<file path="config.mk">
export PLATFORM = sky130hd
export DESIGN_NAME = packet_deframer_router_top
export DESIGN_NICKNAME = d
export VERILOG_FILES = /design/src/hw/rtl/pdr_pkg.sv /design/src/hw/rtl/pdr_crc8.sv /design/src/hw/rtl/pdr_store.sv /design/src/hw/rtl/packet_deframer_router_top.sv
export SDC_FILE = /design/constraint.sdc
export NUM_CORES = 2
export LEC_CHECK = 0
export ABC_AREA = 1
export ABC_CLOCK_PERIOD_IN_PS = 5350
export BUFFER_PORTS_ARGS = -buffer_cell sky130_fd_sc_hd__buf_2
export CAP_MARGIN = 10
export CORE_MARGIN = 2
export CORE_UTILIZATION = 44
export DETAILED_ROUTE_END_ITERATION = 6
export SYNTH_ARGS = -nofsm -noshare
export SYNTH_HDL_FRONTEND = slang
export SYNTH_SLANG_ARGS = --single-unit
</file>
<file path="constraint.sdc">
create_clock -name clk_i -period 5.35 [get_ports clk_i]
set_input_delay 1.3375 -clock clk_i [delete_from_list [all_inputs] [get_ports clk_i]]
set_output_delay 1.3375 -clock clk_i [all_outputs]
set_load 0.05 [all_outputs]
</file>
<file path="src/hw/rtl/pdr_pkg.sv">
// ----------------------------------------------------------------------------
// pdr_pkg
// Shared constants and types of the packet deframer/router.
// ----------------------------------------------------------------------------
package pdr_pkg;

  // Defaults for the top-level parameters
  localparam int unsigned MAX_DATA_DEF  = 32;
  localparam int unsigned NUM_PORTS_DEF = 4;

  // Per-port state slots (port field is 2 bits wide)
  localparam int unsigned PORT_SLOTS = 4;

  // CRC-8 polynomial
  localparam logic [7:0] CRC_POLY = 8'h07;

  // Result kinds
  localparam logic [1:0] KIND_LOCAL = 2'd0;
  localparam logic [1:0] KIND_FWD   = 2'd1;
  localparam logic [1:0] KIND_REPLY = 2'd2;

  // Register indexes
  localparam logic [2:0] REG_NODE_ID   = 3'd0;
  localparam logic [2:0] REG_BCAST_ID  = 3'd1;
  localparam logic [2:0] REG_HEADER    = 3'd2;
  localparam logic [2:0] REG_REPLY_TTL = 3'd3;
  localparam logic [2:0] REG_ERR_CMD   = 3'd4;
  localparam logic [2:0] REG_TTL_CODE  = 3'd5;

  // Parser phases
  localparam logic [2:0] PH_HEADER = 3'd0;
  localparam logic [2:0] PH_TARGET = 3'd1;
  localparam logic [2:0] PH_SOURCE = 3'd2;
  localparam logic [2:0] PH_TTL    = 3'd3;
  localparam logic [2:0] PH_CMD    = 3'd4;
  localparam logic [2:0] PH_LEN    = 3'd5;
  localparam logic [2:0] PH_DATA   = 3'd6;
  localparam logic [2:0] PH_CRC    = 3'd7;

  // Length field of an error reply
  localparam logic [7:0] REPLY_LEN = 8'd2;

endpackage

</file>
<file path="src/hw/rtl/pdr_crc8.sv">
// ----------------------------------------------------------------------------
// pdr_crc8
// One-byte CRC-8 update (poly 0x07, MSB first), shared by parser and emitter.
// ----------------------------------------------------------------------------
module pdr_crc8 (
  input  logic [7:0] crc_i,
  input  logic [7:0] byte_i,
  output logic [7:0] crc_o
);

  logic [7:0] c;

  // Eight shift/xor steps on the byte
  always_comb begin
    c = crc_i ^ byte_i;
    for (int k = 0; k < 8; k++) begin
      if (c[7]) begin
        c = {c[6:0], 1'b0} ^ pdr_pkg::CRC_POLY;
      end else begin
        c = {c[6:0], 1'b0};
      end
    end
    crc_o = c;
  end

endmodule

</file>
<file path="src/hw/rtl/pdr_store.sv">
// ----------------------------------------------------------------------------
// pdr_store
// Packet byte store: one write port, one read port with registered data.
// ----------------------------------------------------------------------------
module pdr_store #(
  parameter int unsigned DEPTH = 156,
  parameter int unsigned AW    = 8
) (
  input  logic          clk_i,
  input  logic          we_i,
  input  logic [AW-1:0] waddr_i,
  input  logic [7:0]    wdata_i,
  input  logic [AW-1:0] raddr_i,
  output logic [7:0]    rdata_o
);

  logic [7:0] mem_q [DEPTH];
  logic [7:0] rdata_q;

  // Write and registered read
  always_ff @(posedge clk_i) begin
    if (we_i) begin
      mem_q[waddr_i] <= wdata_i;
    end
    rdata_q <= mem_q[raddr_i];
  end

  assign rdata_o = rdata_q;

endmodule

</file>
<file path="src/hw/rtl/packet_deframer_router_top.sv">
// ----------------------------------------------------------------------------
// packet_deframer_router_top
// Four-port packet deframer with CRC-8 check, local delivery and forwarding.
// ----------------------------------------------------------------------------
//  channel   | dir | handshake              | payload
//  s_axis    | in  | tvalid/tready          | tuser: port, tdata: rx_byte
//  m_axis    | out | tvalid/tready, tlast   | tuser: kind, tdata: result fields
//  apb       | in  | psel/penable, pready=1 | six 8-bit registers at 4*i
//
// A byte that does not finish a packet leaves the input ready for more bytes.
// A good CRC byte starts the emitter: it reads the packet header from the store,
// decides, then gives each result word by store read, format and present, plus
// any output stall; input is not taken until the last word leaves or the packet
// is dropped. The store's single read port gives each word its own read step.
// Reset clears parser state, sets register defaults; the store needs no clearing.
// ----------------------------------------------------------------------------
module packet_deframer_router_top #(
  parameter int unsigned MAX_DATA  = pdr_pkg::MAX_DATA_DEF,
  parameter int unsigned NUM_PORTS = pdr_pkg::NUM_PORTS_DEF
) (
  input  logic        clk_i,
  input  logic        rst_ni,
  // input words
  input  logic        s_axis_tvalid,
  output logic        s_axis_tready,
  input  logic [7:0]  s_axis_tdata,   // [7:0] rx_byte
  input  logic [1:0]  s_axis_tuser,   // [1:0] port
  // result words
  output logic        m_axis_tvalid,
  input  logic        m_axis_tready,
  output logic [55:0] m_axis_tdata,   // out_port, out_byte, target, sender_id,
                                      // command, payload_len, payload_index,
                                      // payload_byte, zero pad
  output logic [1:0]  m_axis_tuser,   // [1:0] kind
  output logic        m_axis_tlast,
  // register port
  input  logic        psel,
  input  logic        penable,
  input  logic        pwrite,
  input  logic [4:0]  paddr,
  input  logic [31:0] pwdata,
  output logic [31:0] prdata,
  output logic        pready
);

  localparam int unsigned SLOT_LEN = MAX_DATA + 7;
  localparam int unsigned DEPTH    = NUM_PORTS * SLOT_LEN;
  localparam int unsigned AW       = $clog2(DEPTH);
  localparam int unsigned BCW      = $clog2(SLOT_LEN + 1);
  localparam int unsigned IW       = $clog2(SLOT_LEN);

  typedef enum logic [2:0] {
    S_IDLE, S_HRD, S_HLAT, S_DECIDE, S_RD, S_LAT, S_OUT
  } state_e;

  // ---------------- configuration registers ----------------
  logic [7:0] node_id_q, bcast_q, header_q, reply_ttl_q, err_cmd_q, ttl_code_q;
  logic       cfg_we;

  assign pready = 1'b1;
  assign cfg_we = psel & penable & pwrite;

  always_ff @(posedge clk_i or negedge rst_ni) begin
    if (!rst_ni) begin
      node_id_q   <= 8'd1;
      bcast_q     <= 8'd255;
      header_q    <= 8'd170;
      reply_ttl_q <= 8'd8;
      err_cmd_q   <= 8'd255;
      ttl_code_q  <= 8'd1;
    end else if (cfg_we) begin
      unique case (paddr[4:2])
        pdr_pkg::REG_NODE_ID:   node_id_q   <= pwdata[7:0];
        pdr_pkg::REG_BCAST_ID:  bcast_q     <= pwdata[7:0];
        pdr_pkg::REG_HEADER:    header_q    <= pwdata[7:0];
        pdr_pkg::REG_REPLY_TTL: reply_ttl_q <= pwdata[7:0];
        pdr_pkg::REG_ERR_CMD:   err_cmd_q   <= pwdata[7:0];
        pdr_pkg::REG_TTL_CODE:  ttl_code_q  <= pwdata[7:0];
        default: ;
      endcase
    end
  end

  // Register read-back
  always_comb begin
    unique case (paddr[4:2])
      pdr_pkg::REG_NODE_ID:   prdata = {24'd0, node_id_q};
      pdr_pkg::REG_BCAST_ID:  prdata = {24'd0, bcast_q};
      pdr_pkg::REG_HEADER:    prdata = {24'd0, header_q};
      pdr_pkg::REG_REPLY_TTL: prdata = {24'd0, reply_ttl_q};
      pdr_pkg::REG_ERR_CMD:   prdata = {24'd0, err_cmd_q};
      pdr_pkg::REG_TTL_CODE:  prdata = {24'd0, ttl_code_q};
      default:                prdata = 32'd0;
    endcase
  end

  // ---------------- per-port parser state ----------------
  logic [2:0]     phase_q    [pdr_pkg::PORT_SLOTS];
  logic [BCW-1:0] bcount_q   [pdr_pkg::PORT_SLOTS];
  logic [5:0]     seen_q     [pdr_pkg::PORT_SLOTS];
  logic [5:0]     explen_q   [pdr_pkg::PORT_SLOTS];
  logic [7:0]     rcrc_q     [pdr_pkg::PORT_SLOTS];

  state_e         state_q;
  logic [1:0]     pt;
  logic [7:0]     rx_b;
  logic           in_fire, port_ok;
  logic [2:0]     ph_eff, ph_n;
  logic [BCW-1:0] bc_eff, bc_n;
  logic [5:0]     seen_n, exp_n;
  logic [7:0]     crc_n;
  logic           start_fin;
  logic [AW-1:0]  in_base, waddr;

  // shared CRC unit
  logic [7:0] crc_in, crc_byte, crc_out;

  assign pt       = s_axis_tuser;
  assign rx_b     = s_axis_tdata;
  assign s_axis_tready = (state_q == S_IDLE);
  assign in_fire  = s_axis_tvalid & s_axis_tready;
  assign port_ok  = {1'b0, pt} < 3'(NUM_PORTS);
  assign in_base  = AW'(pt) * AW'(SLOT_LEN);
  assign waddr    = in_base + AW'(bc_eff);

  // Next parser state for the arriving byte
  always_comb begin
    ph_eff    = phase_q[pt];
    bc_eff    = bcount_q[pt];
    if (bc_eff >= BCW'(SLOT_LEN)) begin
      bc_eff = '0;
      ph_eff = pdr_pkg::PH_HEADER;
    end
    bc_n      = bc_eff + BCW'(1);
    ph_n      = ph_eff;
    seen_n    = seen_q[pt];
    exp_n     = explen_q[pt];
    crc_n     = rcrc_q[pt];
    start_fin = 1'b0;
    case (ph_eff) inside
      pdr_pkg::PH_HEADER: begin
        if (rx_b == header_q) begin
          crc_n = crc_out;
          ph_n  = pdr_pkg::PH_TARGET;
        end else begin
          bc_n = '0;
        end
      end
      pdr_pkg::PH_TARGET, pdr_pkg::PH_SOURCE, pdr_pkg::PH_TTL, pdr_pkg::PH_CMD: begin
        crc_n = crc_out;
        ph_n  = ph_eff + 3'd1;
      end
      pdr_pkg::PH_LEN: begin
        if (rx_b > 8'(MAX_DATA)) begin
          ph_n = pdr_pkg::PH_HEADER;
          bc_n = '0;
        end else begin
          crc_n  = crc_out;
          exp_n  = rx_b[5:0];
          seen_n = '0;
          ph_n   = (rx_b == 8'd0) ? pdr_pkg::PH_CRC : pdr_pkg::PH_DATA;
        end
      end
      pdr_pkg::PH_DATA: begin
        crc_n  = crc_out;
        seen_n = seen_q[pt] + 6'd1;
        if (seen_n >= explen_q[pt]) begin
          ph_n = pdr_pkg::PH_CRC;
        end
      end
      default: begin
        start_fin = (rx_b == rcrc_q[pt]);
        ph_n      = pdr_pkg::PH_HEADER;
        bc_n      = '0;
      end
    endcase
  end

  always_ff @(posedge clk_i or negedge rst_ni) begin
    if (!rst_ni) begin
      for (int i = 0; i < pdr_pkg::PORT_SLOTS; i++) begin
        phase_q[i]  <= pdr_pkg::PH_HEADER;
        bcount_q[i] <= '0;
        seen_q[i]   <= '0;
        explen_q[i] <= '0;
        rcrc_q[i]   <= '0;
      end
    end else if (in_fire && port_ok) begin
      phase_q[pt]  <= ph_n;
      bcount_q[pt] <= bc_n;
      seen_q[pt]   <= seen_n;
      explen_q[pt] <= exp_n;
      rcrc_q[pt]   <= crc_n;
    end
  end

  // ---------------- emitter sequencer ----------------
  logic [AW-1:0]  base_q, raddr;
  logic [1:0]     fpt_q;
  logic [BCW-1:0] len_q, nrows_q;
  logic [5:0]     dlen_q;
  logic [1:0]     hk_q;
  logic [7:0]     hdr_q [4];
  logic [1:0]     mode_q, oport_q;
  logic [IW-1:0]  idx_q;
  logic [7:0]     ecrc_q;
  logic [7:0]     rd_data;
  logic           last_row;
  logic [7:0]     fwd_byte, rep_byte;
  logic [7:0]     tgt, snd, ttl, cmd;

  // out register fields
  logic [1:0] o_port_q, o_kind_q;
  logic [7:0] o_byte_q, o_tgt_q, o_snd_q, o_cmd_q, o_pbyte_q;
  logic [5:0] o_plen_q, o_pidx_q;
  logic       o_last_q, o_valid_q;

  assign tgt = hdr_q[0];
  assign snd = hdr_q[1];
  assign ttl = hdr_q[2];
  assign cmd = hdr_q[3];
  assign last_row = (BCW'(idx_q) + BCW'(1)) == nrows_q;

  // CRC unit input: parser while idle, emitter otherwise
  always_comb begin
    if (state_q == S_IDLE) begin
      crc_in   = (ph_eff == pdr_pkg::PH_HEADER) ? 8'd0 : rcrc_q[pt];
      crc_byte = rx_b;
    end else begin
      crc_in   = ecrc_q;
      crc_byte = o_byte_q;
    end
  end

  pdr_crc8 u_crc (
    .crc_i  (crc_in),
    .byte_i (crc_byte),
    .crc_o  (crc_out)
  );

  // Store read address
  always_comb begin
    if (state_q == S_HRD) begin
      raddr = base_q + AW'(hk_q) + AW'(1);
    end else if (mode_q == pdr_pkg::KIND_LOCAL) begin
      raddr = base_q + AW'(idx_q) + AW'(6);
    end else begin
      raddr = base_q + AW'(idx_q);
    end
  end

  pdr_store #(.DEPTH(DEPTH), .AW(AW)) u_store (
    .clk_i   (clk_i),
    .we_i    (in_fire && port_ok),
    .waddr_i (waddr),
    .wdata_i (rx_b),
    .raddr_i (raddr),
    .rdata_o (rd_data)
  );

  // Forwarded byte: TTL lowered, CRC replaced
  always_comb begin
    if (last_row) begin
      fwd_byte = ecrc_q;
    end else if (idx_q == IW'(3)) begin
      fwd_byte = ttl - 8'd1;
    end else begin
      fwd_byte = rd_data;
    end
  end

  // Error reply byte
  always_comb begin
    case (idx_q)
      IW'(0):  rep_byte = header_q;
      IW'(1):  rep_byte = snd;
      IW'(2):  rep_byte = node_id_q;
      IW'(3):  rep_byte = reply_ttl_q;
      IW'(4):  rep_byte = err_cmd_q;
      IW'(5):  rep_byte = pdr_pkg::REPLY_LEN;
      IW'(6):  rep_byte = cmd;
      IW'(7):  rep_byte = ttl_code_q;
      default: rep_byte = ecrc_q;
    endcase
  end

  always_ff @(posedge clk_i or negedge rst_ni) begin
    if (!rst_ni) begin
      state_q   <= S_IDLE;
      o_valid_q <= 1'b0;
      hk_q      <= '0;
      idx_q     <= '0;
      mode_q    <= pdr_pkg::KIND_LOCAL;
      nrows_q   <= '0;
    end else begin
      unique case (state_q)
        S_IDLE: begin
          if (in_fire && port_ok && start_fin) begin
            base_q <= in_base;
            fpt_q  <= pt;
            len_q  <= bc_n == '0 ? bc_eff + BCW'(1) : bc_n;
            dlen_q <= explen_q[pt];
            hk_q   <= '0;
            state_q <= S_HRD;
          end
        end
        S_HRD: state_q <= S_HLAT;
        S_HLAT: begin
          hdr_q[hk_q] <= rd_data;
          hk_q        <= hk_q + 2'd1;
          state_q     <= (hk_q == 2'd3) ? S_DECIDE : S_HRD;
        end
        S_DECIDE: begin
          idx_q  <= '0;
          ecrc_q <= '0;
          if (tgt == node_id_q || tgt == bcast_q) begin
            mode_q  <= pdr_pkg::KIND_LOCAL;
            oport_q <= 2'd0;
            nrows_q <= (dlen_q == 6'd0) ? BCW'(1) : BCW'(dlen_q);
            state_q <= S_RD;
          end else if (fpt_q == 2'd3) begin
            state_q <= S_IDLE;
          end else if (ttl == 8'd0) begin
            if (cmd == err_cmd_q || MAX_DATA < 2) begin
              state_q <= S_IDLE;
            end else begin
              mode_q  <= pdr_pkg::KIND_REPLY;
              oport_q <= fpt_q;
              nrows_q <= BCW'(9);
              state_q <= S_RD;
            end
          end else begin
            mode_q  <= pdr_pkg::KIND_FWD;
            oport_q <= (fpt_q == 2'd1) ? 2'd2 : 2'd1;
            nrows_q <= len_q;
            state_q <= S_RD;
          end
        end
        S_RD: state_q <= S_LAT;
        S_LAT: begin
          o_kind_q  <= mode_q;
          o_port_q  <= oport_q;
          o_last_q  <= last_row;
          o_tgt_q   <= 8'd0;
          o_snd_q   <= 8'd0;
          o_cmd_q   <= 8'd0;
          o_plen_q  <= 6'd0;
          o_pidx_q  <= 6'd0;
          o_pbyte_q <= 8'd0;
          o_byte_q  <= 8'd0;
          case (mode_q)
            pdr_pkg::KIND_LOCAL: begin
              o_tgt_q   <= tgt;
              o_snd_q   <= snd;
              o_cmd_q   <= cmd;
              o_plen_q  <= dlen_q;
              o_pidx_q  <= 6'(idx_q);
              o_pbyte_q <= (dlen_q == 6'd0) ? 8'd0 : rd_data;
            end
            pdr_pkg::KIND_FWD: o_byte_q <= fwd_byte;
            default:           o_byte_q <= rep_byte;
          endcase
          o_valid_q <= 1'b1;
          state_q   <= S_OUT;
        end
        S_OUT: begin
          if (m_axis_tready) begin
            o_valid_q <= 1'b0;
            ecrc_q    <= crc_out;
            idx_q     <= idx_q + IW'(1);
            state_q   <= o_last_q ? S_IDLE : S_RD;
          end
        end
        default: state_q <= S_IDLE;
      endcase
    end
  end

  // ---------------- result port ----------------
  assign m_axis_tvalid = o_valid_q;
  assign m_axis_tuser  = o_kind_q;
  assign m_axis_tlast  = o_last_q;
  assign m_axis_tdata  = {2'b00, o_pbyte_q, o_pidx_q, o_plen_q, o_cmd_q,
                          o_snd_q, o_tgt_q, o_byte_q, o_port_q};

endmodule

</file>
==> reports/results.tsv <==
stage	metric	value	unit
sta	final_hold_viol_count	0	
synth	synth.area.top_cells	edfxtp_1, dfrtp_1, o21ai_0	
cells_and_area	syn_to_final_growth	14.1	%
clocking	worst_skew_pair.late_latency	820	ps
critical_path	rrSetupSlack	770	ps
critical_path	worstSetupPathType	reg -> reg	
sta	worst_hold_slack	423	ps
routing	route.detailed.drc	5	
routing	initialDrtViolationCount	4822	
synth	yosys_warnings	0	
cells_and_area	net_count_final	5985	
cells_and_area	drive_gt1_share	13.4	%
placement	dp.cells	7737	
grt	wire_length_of_the_first_global_routing_pass	276000	µm
floorplanning	fp.dieH	394	µm
clocking	cts_htree_levels	4	
floorplanning	start_util	44.4	%
sta	worst_slew_pin_slew	1160	ps
critical_path	critPathMaxStageDelay	600	ps
sta	worst_slew_margin_rel	22.9	%
critical_path	sequence_of_cells_on_the_critical_path	nor2_1 -> inv_1 -> nand2_1 -> nand3_1 -> o21ai_4 -> inv_8 -> buf_4 -> o21ai_0 -> o221ai_1 -> nand3_1 -> nand2_1 -> nand2_1 -> nand3_1 -> nand3_1 -> nand2_1 -> nand2_1 -> nand2_1	
floorplanning	row_count	142	
grt	via_count_of_the_first_global_routing_pass	43500	
cells_and_area	final_core_util	50.7	%
clocking	register_clock_pin_slew_on_the_reported_worst_setup_and_hold_paths	60	ps
clocking	cts_sinks	1557	
critical_path	crit_path_end_kind	flop	
routing	via_count	45500	
run	cap_viol_max_count	0	
pwr	total_power	46.2	mW
grt	gr-usage-all-layers	23.4	%
grt	grt_start_max_net_pins	161	
synth	syn_avg_cell_area	11.8	µm²
clocking	cts_resized	0	
sta	final.setup_skew	26.7	ps
sta	fin_crit_period	4580	ps
critical_path	worst_ep_required_time	6070	ps
grt	antenna_found_initial	1	
floorplanning	floorplan.die_area	155000	µm²
critical_path	worst_path_dominant_cell_family	buffers and inverters	
routing	route.detailed.wl_per_inst	23.0	µm
critical_path	cp_common_cell	nand2_1	
clocking	cts.hold.buffers_added	0	
status	violated_checks	DRC	
synth	synthFlopType	edfxtp_1	
critical_path	crit_path_max_fanout	85	
clocking	cts_post_setup_buffers_inserted	0	
sta	timing.fmax	0.218	GHz
critical_path	rr_endpoint	u_store.rdata_o[5]$_DFF_P_	
routing	viasPerCell	5.67	
synth	yosysMostFrequentCell	edfxtp_1	
synth	number_of_flops_mapped_to_enable_cells_by_yosys	1365	
synth	synth_simple_gate_area_share	12.6	%
critical_path	worstReg2RegStart	mode_q[1]$_DFFE_PN0P_	
synth	ys_seq_area_share	68.6	%
sta	fin_setup_tns	0	ps
sta	unrepaired_setup_endpoints_after_global_routing	no	
clocking	cts_made_buffers	164	
placement	finalWeightedCongestion	0.913	
clocking	clock-root-buffer	clkbuf_16	
critical_path	cp-startpoint	mode_q[1]$_DFFE_PN0P_	
critical_path	critPathLaunchType	flop	
critical_path	timing.critical_path.slowest_stage_cell	dfrtp_1	
routing	wirelength	185000	µm
grt	gr-total-overflow	0	
cells_and_area	fillerInstances	13100	
clocking	cts_buffer_depth	3	
critical_path	cp.buffers_inverters	3	
critical_path	ff2ff_path_depth	17	
synth	synth_mux_area_share	0	%
synth	yosys.area_share.xor_xnor	0.708	%
cells_and_area	final-instance-count-excl-fill	8029	
pwr	max-vdd-ir-drop	0.000621	V
synth	number_of_storage_elements_in_the_synthesis_netlist	1557	
synth	synth_compound_gate_area_share	13.0	%
synth	synth.cells.most_frequent	edfxtp_1, nand2_1, o21ai_0	
status	run_status	finished, violations left	
synth	syn-instance-count	5665	
synth	synth.top_cell.area_share	61.4	%
synth	synth_fa_ha_area_share	0.858	%
floorplanning	top_level_port_count	148	
synth	main_combinational_cell_family_by_area_after_synthesis	compound AO/OA/AOI/OAI gates	
pwr	cellLeakagePower	27.1	nW
routing	drt.antenna.violating_nets	0	
sta	report.final.setup_viol	0	
floorplanning	coreArea	150000	µm²
synth	cell_taking_the_most_area_after_synthesis	edfxtp_1	
min_path	worst_hold_path_type	in -> async	
pwr	power.density	606	nW/µm²
critical_path	timing.critical_path.arrival	5300	ps
placement	io_buffer_count	94	
sta	period_share	85.6	%
floorplanning	die-width	394	µm
routing	firstDrtPassIters	7	
synth	syn-cell-area	66800	µm²
sta	count_of_pins_over_their_slew_limit	0	
placement	detailed_place_hpwl	112000	µm
synth	async_flop_share	11.8	%
clocking	tritoncts	built	
synth	synth.lib_cells_used.distinct	57	
-- how the worst max path moves through the flow --
stage | slack [ps] | cells past startpoint | endpoint
floorplan | 290 | 21 | u_store.mem_q[21][0]$_DFFE_PP_
global placement | 230 | 24 | u_store.mem_q[124][2]$_DFFE_PP_
detailed placement | 170 | 24 | u_store.mem_q[124][2]$_DFFE_PP_
CTS | 800 | 17 | u_store.rdata_o[5]$_DFF_P_
global route | 510 | 17 | u_store.rdata_o[2]$_DFF_P_
finish | 770 | 17 | u_store.rdata_o[5]$_DFF_P_
-- kinds of logic after synthesis --
| family | after synthesis |
|---|---|
| AND/OR/NAND/NOR | 1951 |
| AO/OA/AOI/OAI | 1406 |
| adder cells (fa/ha/maj) | 44 |
| flip-flops | 1557 |
| other | 2 |
| XOR/XNOR | 54 |
| buffers and inverters | 651 |
-- cell usage in the layout, fill, tap and decap left out, types with 8 or more instances in the layout --
cell type,netlist,final
a32oi_1,15,15
buf_12,0,30
ha_1,41,41
a21o_1,16,16
nand3_1,356,356
dfstp_2,23,23
o21bai_1,133,133
clkbuf_1,236,31
nor2_1,540,537
buf_6,13,8
nand2_1,745,744
xor2_1,34,34
clkinv_2,0,26
o22ai_1,37,37
buf_2,72,85
buf_4,49,295
o221ai_1,121,121
o21ai_0,740,740
nor3_1,168,168
dfxtp_1,8,8
xnor2_1,20,20
nor3_2,12,12
o211ai_1,227,227
inv_1,254,252
clkinv_1,4,34
nand4_1,14,14
conb_1,2,27
o21ai_1,18,17
dfrtp_1,161,161
edfxtp_1,1365,1365
a21oi_1,51,51
or2_2,80,80
bufinv_16,0,11
a221oi_1,13,13
clkbuf_16,0,165
-- report_power, final --
part           switching (mW)  total, mW  internal [mW]  leakage [nW]
clock                    4.76       11.1           6.30          2.54
combinational            14.5       20.7           6.13          9.93
sequential              0.453       14.5           14.0          14.7
-- sequential cells by signal, indices dropped and copies added, names as in the netlist, 12 cells and up --
register,count
explen_q,24
u_store.mem_q,1248
rcrc_q,32
hdr_q,32
phase_q,12
bcount_q,24
seen_q,24
-- per-layer routing --
metal	GRT usage, %	share of wire (%)
met5	0	0.0070
met4	7.09	2.6
met3	4.31	7.3
met2	37.2	47
met1	32.7	43
-- cell type report --
| class | instances | area (µm²) | area share, % |
|---|---|---|---|
| Antenna cell | 1 | 2.50 | 0.00328 |
| Clock buffer | 202 | 4330 | 5.68 |
| Clock inverter | 89 | 877 | 1.15 |
| Inverter | 263 | 1000 | 1.32 |
| Multi-Input combinational cell | 3482 | 18300 | 24.1 |
| Sequential cell | 1557 | 45800 | 60.1 |
| Tap cell | 2016 | 2520 | 3.31 |
| Timing Repair Buffer | 419 | 3340 | 4.39 |
-- per-stage QoR --
stage | worst slack, ps | instance area, µm²
floorplan | 288 | 66900
global placement | 227 | 71000
detailed placement | 171 | 71000
CTS | 800 | 76200
global route | 510 | 76200
finish | 770 | 76200
Note: power is estimated with default switching activity, not from simulation.
